$ cat src/assert_macros.svh
// assertion helpers
`ifndef ASSERT_MACROS_SVH
`define ASSERT_MACROS_SVH
`define ASSERT_IMPL(lbl, clk, rst_n, a, c) \
  lbl: assert property (@(posedge clk) disable iff (!rst_n) (a) |-> (c)) else $error("lbl");
`define ASSERT_NEXT(lbl, clk, rst_n, a, c) \
  lbl: assert property (@(posedge clk) disable iff (!rst_n) (a) |=> (c)) else $error("lbl");
`endif

$ cat src/fws_pkg.sv
`default_nettype none
package fws_pkg;
  localparam logic [31:0] ONE_Q16 = 32'd65536;
  localparam logic [31:0] SAT32 = 32'hFFFF_FFFF;

  typedef enum logic [3:0] {
    ST_LOAD, ST_SORT, ST_LOW_SETUP, ST_LOW_MUL, ST_LOW_MUL2, ST_LOW_DIV, ST_LOW_T2,
    ST_LOW_T2DIV, ST_UP_INIT, ST_UP_MUL, ST_UP_MUL2, ST_UP_DIV, ST_EMIT
  } fws_state_t;

  typedef struct packed {
    logic clear;
    logic load;
    logic sort_step;
    logic low_init;
    logic low_mul;
    logic mul_hi;
    logic div_start;
    logic low_t1_take;
    logic low_t2_mul;
    logic low_t2_take;
    logic low_next;
    logic up_init;
    logic up_mul;
    logic up_take;
    logic emit_init;
    logic emit;
  } fws_cmd_t;

  typedef struct packed {
    logic sort_done;
    logic few;
    logic low_done;
    logic up_done;
    logic div_done;
    logic emit_last;
    logic t2_zero;
  } fws_sts_t;
endpackage
`default_nettype wire

$ cat src/fws_ctrl.sv
`default_nettype none
module fws_ctrl
  import fws_pkg::*;
(
  input  wire logic     clk,
  input  wire logic     rst_n,
  input  wire logic     start,
  input  wire logic     in_last_content,
  input  wire fws_sts_t sts,
  output logic          busy,
  output fws_cmd_t      cmd
);
  fws_state_t state_r, state_nxt;

  always_ff @(posedge clk) begin
    if (!rst_n) state_r <= ST_LOAD;
    else state_r <= state_nxt;
  end

  always_comb begin
    state_nxt = state_r;
    unique case (state_r)
      ST_LOAD:      if (start && in_last_content) state_nxt = ST_SORT;
      ST_SORT:      if (sts.sort_done) state_nxt = sts.few ? ST_EMIT : ST_LOW_SETUP;
      ST_LOW_SETUP: state_nxt = sts.low_done ? ST_UP_INIT : ST_LOW_MUL;
      ST_LOW_MUL:   state_nxt = ST_LOW_MUL2;
      ST_LOW_MUL2:  state_nxt = ST_LOW_DIV;
      ST_LOW_DIV:   if (sts.div_done) state_nxt = ST_LOW_T2;
      ST_LOW_T2:    state_nxt = sts.t2_zero ? ST_LOW_SETUP : ST_LOW_T2DIV;
      ST_LOW_T2DIV: if (sts.div_done) state_nxt = ST_LOW_SETUP;
      ST_UP_INIT:   state_nxt = sts.up_done ? ST_EMIT : ST_UP_MUL;
      ST_UP_MUL:    state_nxt = ST_UP_MUL2;
      ST_UP_MUL2:   state_nxt = ST_UP_DIV;
      ST_UP_DIV:    if (sts.div_done) state_nxt = ST_UP_INIT;
      ST_EMIT:      if (sts.emit_last) state_nxt = ST_LOAD;
      default:      state_nxt = ST_LOAD;
    endcase
  end

  always_comb begin
    cmd = '0;
    busy = (state_r != ST_LOAD);
    unique case (state_r)
      ST_LOAD: begin
        cmd.load = start;
      end
      ST_SORT: begin
        cmd.sort_step = 1'b1;
        cmd.low_init = sts.sort_done;
        cmd.emit_init = sts.sort_done;
      end
      ST_LOW_SETUP: begin
        cmd.up_init = sts.low_done;
      end
      ST_LOW_MUL: begin
        cmd.low_mul = 1'b1;
      end
      ST_LOW_MUL2: begin
        cmd.low_mul = 1'b1;
        cmd.mul_hi = 1'b1;
        cmd.div_start = 1'b1;
      end
      ST_LOW_DIV: cmd.low_t1_take = sts.div_done;
      ST_LOW_T2: begin
        cmd.low_t2_mul = 1'b1;
        cmd.div_start = !sts.t2_zero;
        cmd.low_next = sts.t2_zero;
      end
      ST_LOW_T2DIV: begin
        cmd.low_t2_take = sts.div_done;
        cmd.low_next = sts.div_done;
      end
      ST_UP_INIT: cmd.emit_init = sts.up_done;
      ST_UP_MUL: begin
        cmd.up_mul = 1'b1;
      end
      ST_UP_MUL2: begin
        cmd.up_mul = 1'b1;
        cmd.mul_hi = 1'b1;
        cmd.div_start = 1'b1;
      end
      ST_UP_DIV: cmd.up_take = sts.div_done;
      ST_EMIT: begin
        cmd.emit = 1'b1;
        cmd.clear = sts.emit_last;
      end
      default: cmd = '0;
    endcase
  end
endmodule
`default_nettype wire

$ cat config.mk
export PLATFORM = sky130hd
export DESIGN_NAME = fws_ctrl
export DESIGN_NICKNAME = d
export VERILOG_FILES = /design/src/assert_macros.svh /design/src/fws_pkg.sv /design/src/fws_ctrl.sv
export SDC_FILE = /design/constraint.sdc
export NUM_CORES = 1
export LEC_CHECK = 0
export ABC_AREA = 1
export BUFFER_PORTS_ARGS = -buffer_cell sky130_fd_sc_hd__buf_2
export CAP_MARGIN = 0
export CELL_PAD_IN_SITES_DETAIL_PLACEMENT = 0
export CELL_PAD_IN_SITES_GLOBAL_PLACEMENT = 1
export CORE_MARGIN = 2
export CORE_UTILIZATION = 26
export CTS_CLUSTER_SIZE = 10
export DETAILED_ROUTE_END_ITERATION = 7
export PLACE_DENSITY = 0.81
export RECOVER_POWER = 100
export SLEW_MARGIN = 15
export SYNTH_ARGS = -nofsm -noshare
export SYNTH_HDL_FRONTEND = slang
export SYNTH_SLANG_ARGS = --single-unit
$ cat constraint.sdc
create_clock -name clk -period 1.7 [get_ports clk]
set_input_delay 0.34 -clock clk [delete_from_list [all_inputs] [get_ports clk]]
set_output_delay 0.34 -clock clk [all_outputs]
set_load 0.03 [all_outputs]
Word level (Yosys, flattened, before mapping):

Index checks and enable logic that the tools add are counted.

* $add $sub $neg: 0
* multiply operators: 0
* div/mod/pow operators: 0
* $lt $le $gt $ge: 0
* eq/ne operators: 18
* shifts and indexed selects: 0
* multiplexer cells: 26
* bitwise logic cells: 0
* reduce and logical (&&, ||, !) cells: 8

Operators with widths (count)
* 4-bit case mux with 13 select lines: 1
* 4-bit 2-to-1 mux: 8
* 4-bit == test (second input constant): 5
* 4-bit by 3-bit == test with 1-bit output (second input constant): 4
* 2-bit != test (second input constant): 6
* 1-bit 2-to-1 mux: 11
* 4-bit by 2-bit == test with 1-bit output (second input constant): 2
* 3-bit 2-to-1 mux: 2
* 1-bit case mux with 2 select lines: 3
* 6-bit AND reduction: 1
* 2-bit OR reduction: 3
* 4-bit by 1-bit == test with 1-bit output (second input constant): 1
* 4-bit zero test: 1
* 4-bit nonzero test: 1
* 2-bit 2-to-1 mux: 1
* 1-bit logical AND: 1
* 1-bit zero test: 1

* bits in registers: 4
* latch bits: 0
* RAM bits: 0
* ROM bits: 0
* bits of input ports: 11
* output and inout port bits: 17
* word-level logic and storage cells: 53
* memories kept: 0

Longest topological paths before layout:

Gate-level depths: netlist of run 1.

* word-level depth: 3
* gate-level depth with buffers: 10
* depth with buffers taken out: 9

Worst setup path after synthesis of run 1:

No wires, ideal clock.

* kind: register to output
* from: register state_r[1]
* to: output cmd[5] (netlist bit)
* arrival time: 1.457 ns
* data required time: 1.360 ns
* path slack: -0.097 ns
* stages on the path, launching flop included: 6
* buffers on the path: 1
* cell sequence: dfxtp_1 > buf_2 > nand2_1 > nor2_1 > nand2_1 > o21ai_0

RTL lines
* start, declared: RTL line fws_ctrl.sv:13 `fws_state_t state_r, state_nxt;`
* start signal, assigned: RTL line fws_ctrl.sv:17 `else state_r <= state_nxt;`
* end, declared: RTL line fws_ctrl.sv:11 `output fws_cmd_t cmd`

==> results of run 1 <==
==> cell usage in the layout, fill, tap and decap left out <==
| cell type | instances |
|---|---|
| nand3_1 | 7 |
| nand2_1 | 30 |
| nor2_4 | 4 |
| nand2_2 | 1 |
| nor3_2 | 1 |
| a21oi_1 | 5 |
| nand4_1 | 2 |
| nor3_1 | 2 |
| o211ai_1 | 2 |
| inv_2 | 3 |
| buf_4 | 1 |
| nand2_4 | 1 |
| clkbuf_4 | 5 |
| clkinv_1 | 1 |
| o21ai_0 | 2 |
| dfxtp_4 | 3 |
| nand3b_1 | 2 |
| buf_2 | 19 |
| inv_1 | 16 |
| nor2_2 | 5 |
| dfxtp_2 | 1 |
| nor2_1 | 6 |
| o21ai_1 | 1 |
| clkbuf_2 | 5 |
==> per-layer routing <==
layer	share of wire	routed length, um
met4	0.015	21
met1	0.45	638
met2	0.46	651
met5	0	0
met3	0.081	116
==> stage by stage <==
step                hold slack (ns)  total power [mW]  cell area, sq um
floorplan                     0.511             0.677               514
global placement              0.565             0.841               676
detailed placement            0.560             0.838               676
CTS                           0.389             0.965               706
global route                  0.412              1.06               731
finish                        0.390             0.978               731
==> power by group <==
part           leakage, nW  internal (mW)  switching, mW
sequential          0.0352          0.127         0.0579
clock               0.0138         0.0788         0.0363
combinational        0.369          0.202          0.476
total                0.418          0.408          0.570
==> worst min-delay path by stage <==
| stage | slack (ns) | cells after the start | endpoint |
|---|---|---|---|
| 6_report | 0.39 | 3 | state_r[2]$_SDFFE_PN0P_ |
| 2_1_floorplan | 0.51 | 2 | state_r[3]$_SDFFE_PN0P_ |
| 3_5_place_dp | 0.56 | 2 | state_r[0]$_SDFFE_PN0P_ |
| 3_3_place_gp | 0.56 | 2 | state_r[0]$_SDFFE_PN0P_ |
| 5_1_grt | 0.41 | 3 | state_r[2]$_SDFFE_PN0P_ |
| 4_1_cts | 0.39 | 3 | state_r[2]$_SDFFE_PN0P_ |
==> kinds of logic (layout without fill, tap and decap cells) <==
group                  count (synthesis)  after routing  synth area share
AND/OR/NAND/NOR                       61             61             0.573
AO/OA/AOI/OAI                         10             10             0.109
flip-flops                             4              4             0.159
buffers and inverters                 21             50             0.159
==> area by class of cell <==
cell class,count,share of cell area
clock buffer,3,0.0308
inverter,20,0.103
multi-input combinational,71,0.502
sequential,4,0.127
tap,25,0.0428
timing repair buffer,27,0.195
==> worst min-delay path: stages <==
cell and delay (ns):
buf_2 0.07, inv_1 0.06, a21oi_1 0.10
==> what timing repair did <==
| item | CTS | global route |
|---|---|---|
| gates resized for setup | 3 | 11 |
| hold buffers | 0 | 0 |
| setup endpoints to repair | 7 | 9 |
==> flow_summary.toml, run 1 <==
[run_status]
outcome = "finished clean"

[place]
post-place-ws_ns = 0.174
dpl.hpwl_um = 1210
port_buffers = 27
gp_congestion = 0.846
dp_cells = 147

[final_layout]
antenna_cells = 0
n_fill_cell = 197
largest-register = "state_r"
final_cell_count_no_fill = 150
seq_area_sq_um = 92.6
multi_input_area_sq_um = 367
post-route-util = 0.410
top_regs = "state_r (4)"
largest_reg_flops = 4
layout-drive-gt1-share = 0.392
syn2layout_area_growth_pct = 44.9
layout.nets = 138

[global_routing]
grt_pass1_wl_um = 2100
grt_max_degree = 9
grtUsageMet3 = 0.00755
grt_pass1_vias = 543
grt_busiest_layer = "met2"
antenna_found_initial = 0
grt_usage = 0.128
met1_usage = 0.153
overflow = 0
met2_usage = 0.235

[drt]
vias = 694
ant_nets = 0
drt-total-wl_um = 1430
drt_iter0_drc = 22
detail_route.wl_per_cell_um = 9.51
vias_per_cell = 4.63
first_pass_iters = 4
drcViolationCount = 0

[setup_path]
critPathCaptureType = "primary output"
reg2reg_slack_ns = 0.31
cpPeakStageDelay_ns = 0.36
cpLargestDelayFamily = "simple AND/OR/NAND/NOR gates"
rr_endpoint = "state_r[3]$_SDFFE_PN0P_"
path_depth = 4
arrival_ns = 1.28
crit_chain = "nor2_4 > nand2_1 > nor2_2 > buf_2"
cp.buffers_inverters = 1
crit_end = "cmd[14]"
cp_max_fo = 8
required_ns = 1.36
start_kind = "flop"
critPathLaunch = "state_r[3]$_SDFFE_PN0P_"
ff2ff_path_depth = 9
worst-setup-path-type = "flop to primary output"
cpMaxStageDelayCell = "dfxtp_4"
regToRegStartpoint = "state_r[2]$_SDFFE_PN0P_"

[clock_tree]
cts_setup_buffers = 0
cts_buffers = 3
clk_pin_slew_ns = 0.04
cts_tree = "built"
cts_buffer_depth = 2
cts.sinks = 4
htreeDepth = 1
cts_root_buf = "clkbuf_4"
clk_latency_ns = 0.23

[timing]
worst_pin_slew_ns = 0.240
drv_slew = 0
finalWorstSetupSlack_ns = 0.0785
setup_viol = 0
hold_viol = 0
finalSetupTns_ns = 0
timing.fmax_mhz = 617
min_period_over_period = 0.954
fin_crit_ns = 1.62
finalClockSkew_ns = 0.000926
max_slew_margin = 0.839
rsz0062_at_grt = "yes"

[floorplan]
core_area_sq_um = 1780
rows = 15
initial_core_util = 0.283
fp.dieH_um = 48.0
die-width_um = 48.0
ioPinCount = 28
fp.dieArea_sq_um = 2310

[hold_path]
holdCritStartpoint = "rst_n"
hold_path.class = "primary input to flop"

[logic_synthesis]
yosysMostFrequentCell = "nand2_1"
synthArstFlopShare = 0
synth_edf_count = 0
synth.net_count = 107
synth_area_leaders = "nand2_1 (22%), dfxtp_1 (16%), inv_1 (11%)"
synthFlopType = "dfxtp_1"
synthDistinctLibCells = 18
synth_top_area_cell = "nand2_1"
yosysWarningCount = 0
postSynthAreaPerCell_sq_um = 5.25
synthTopCellsByCount = "nand2_1 (29), inv_1 (15), nor2_1 (8)"
syn-instance-count = 96
yosysSeqAreaShare = 0.159
ys_seq_elements = 4
synth_top_cell_area_share = 0.216
netlist_area_sq_um = 504

[power]
ir_worst_vdd_uv = 478
p_per_area_nw_per_um2 = 1340
p_leak_nw = 0.418

[run]
max_cap_viol_count = 0
No activity file was read; power rests on OpenSTA's default activity.
==> run 2: changes to the inputs <==
--- a/config.mk
+++ b/config.mk
@@ -10,13 +10,13 @@
 export CAP_MARGIN = 0
 export CELL_PAD_IN_SITES_DETAIL_PLACEMENT = 0
 export CELL_PAD_IN_SITES_GLOBAL_PLACEMENT = 1
+export CORE_ASPECT_RATIO = 0.8
 export CORE_MARGIN = 2
 export CORE_UTILIZATION = 26
 export CTS_CLUSTER_SIZE = 10
 export DETAILED_ROUTE_END_ITERATION = 7
 export PLACE_DENSITY = 0.81
 export RECOVER_POWER = 100
-export SLEW_MARGIN = 15
 export SYNTH_ARGS = -nofsm -noshare
 export SYNTH_HDL_FRONTEND = slang
 export SYNTH_SLANG_ARGS = --single-unit
==> run 2 against run 1 <==
Effect of this change:
- clock skew grew 0.0068 ns
- critical path type unchanged
- combinational power grew 2%
- clock power grew 7%
- register-to-register slack lost 0.03 ns
- power grew 3.6%
- worst setup slack lost 0.024 ns
- clock-buffer cell count is the same
- die area is essentially flat
- global-route usage grew 2.3 points
- sequential share of layout area shrank 0.26 points
- hold slack lost 0.0087 ns
- non-clock buffer count is the same
==> flow_summary.toml, run 2 (synthesized netlist as in run 1, its figures left out) <==
[run_status]
outcome = "finished clean"

[drt]
ant_nets = 0
vias = 683
vias_per_cell = 4.58
detail_route.wl_per_cell_um = 11.1
drcViolationCount = 0
met3_length_um = 118
first_pass_iters = 4
wl_met2_um = 743
wl_met1_um = 770
top_layer = "met4"
drt_iter0_drc = 22
drt-total-wl_um = 1650

[global_routing]
grt_usage = 0.152
overflow = 0
grt_max_degree = 9
antenna_found_initial = 0
grt_pass1_vias = 620
grt_pass1_wl_um = 2620

[final_layout]
n_fill_cell = 222
largest_reg_flops = 4
multi_input_area_sq_um = 385
final_cell_count_no_fill = 149
seq_area_sq_um = 92.6
largest-register = "state_r"
layout.nets = 138
final_common_cell = "nand2_1"
post-route-util = 0.402
layout-drive-gt1-share = 0.400
antenna_cells = 0
syn2layout_area_growth_pct = 47.9
layout_common_cells = "nand2_1 (30), inv_1 (16), clkbuf_2 (13)"
stdcell_area_sq_um = 746
top_regs = "state_r (4)"

[timing]
fin_crit_ns = 1.65
worst_pin_slew_ns = 0.264
drv_slew = 0
hold_viol = 0
finalWorstSetupSlack_ns = 0.0544
finalClockSkew_ns = 0.00774
max_slew_margin = 0.824
setup_viol = 0
timing.fmax_mhz = 608
hold_slack_ns = 0.381
min_period_over_period = 0.968
finalSetupTns_ns = 0

[place]
post-place-ws_ns = 0.118
dpl.hpwl_um = 1290
gp_congestion = 0.860
port_buffers = 27
placedInstanceArea_sq_um = 674
dp_cells = 146

[setup_path]
regToRegStartpoint = "state_r[2]$_SDFFE_PN0P_"
arrival_ns = 1.31
cp_max_fo = 8
start_kind = "flop"
crit_chain = "inv_1 > nor2_2 > nand2_1 > nand2_1 > a21oi_2 > inv_1 > clkbuf_4"
cpPeakStageDelay_ns = 0.41
cp.buffers_inverters = 3
worst-setup-path-type = "flop to primary output"
rr_endpoint = "state_r[0]$_SDFFE_PN0P_"
reg2reg_slack_ns = 0.28
critPathCaptureType = "primary output"
ff2ff_path_depth = 9
cpLargestDelayFamily = "flip-flops"
required_ns = 1.36
cpMaxStageDelayCell = "dfxtp_4"

[clock_tree]
cts_buffers = 3
clk_pin_slew_ns = 0.04
clk_latency_ns = 0.24
cts_tree = "built"
cts_root_buf = "clkbuf_4"
cts_setup_buffers = 0
cts.sinks = 4
htreeDepth = 1
cts_buffer_depth = 2

[power]
ir_worst_vdd_uv = 680
p_leak_nw = 0.414
power_mw = 1.01
p_per_area_nw_per_um2 = 1360

[hold_path]
min_to = "state_r[2]$_SDFFE_PN0P_"
hold_depth = 3
hold_path.class = "primary input to flop"
holdCritStartpoint = "rst_n"

[floorplan]
rows = 14
fp.dieArea_sq_um = 2310
die-width_um = 53.2
ioPinCount = 28
core_area_sq_um = 1860
fp.dieH_um = 43.4
initial_core_util = 0.272

[run]
max_cap_viol_count = 0
## run 2: area by class of cell
type	count	area share
Clock buffer	3	0.0302
Multi-Input combinational cell	71	0.517
Timing Repair Buffer	27	0.188
Inverter	20	0.101
Sequential cell	4	0.124
Tap cell	24	0.0403
## run 2: worst max path at each step
stage                            startpoint      to  slack [ns]  cells past startpoint
detailed placement  state_r[1]$_SDFFE_PN0P_  cmd[9]        0.12                      7
floorplan           state_r[2]$_SDFFE_PN0P_  cmd[5]       -0.01                      4
CTS                 state_r[2]$_SDFFE_PN0P_  cmd[9]       0.007                      7
global route        state_r[3]$_SDFFE_PN0P_  cmd[2]       -0.01                      5
global placement    state_r[1]$_SDFFE_PN0P_  cmd[9]        0.07                      7
finish              state_r[1]$_SDFFE_PN0P_  cmd[9]        0.05                      7
## run 2: worst register-to-register path: stages, from the launching register on
cell and delay [ns]:
dfxtp_4 0.37, nand2_1 0.13, clkinv_1 0.09, nand3_1 0.10
nand2_1 0.06, inv_1 0.07, nand2_1 0.07, nor2_1 0.23
nand2_1 0.08, a21oi_1 0.13
## run 2: per-layer routing
layer,up-vias,global-route usage
met4,0,0.0615
met3,2,0.0138
met2,35,0.240
met1,288,0.212
met5,-,0
li1,358,-
## run 2: repair_timing
item,4_1_cts,5_1_grt
gates cloned,0,0
hold buffers,0,0
pin swaps,0,0
gates resized for setup,7,10
setup endpoints to repair,12,8
## run 2: power by group
group / internal (mW) / switching [mW]
Clock: 0.0793 / 0.0436
Combinational: 0.203 / 0.491
Sequential: 0.131 / 0.0656
Total: 0.414 / 0.600
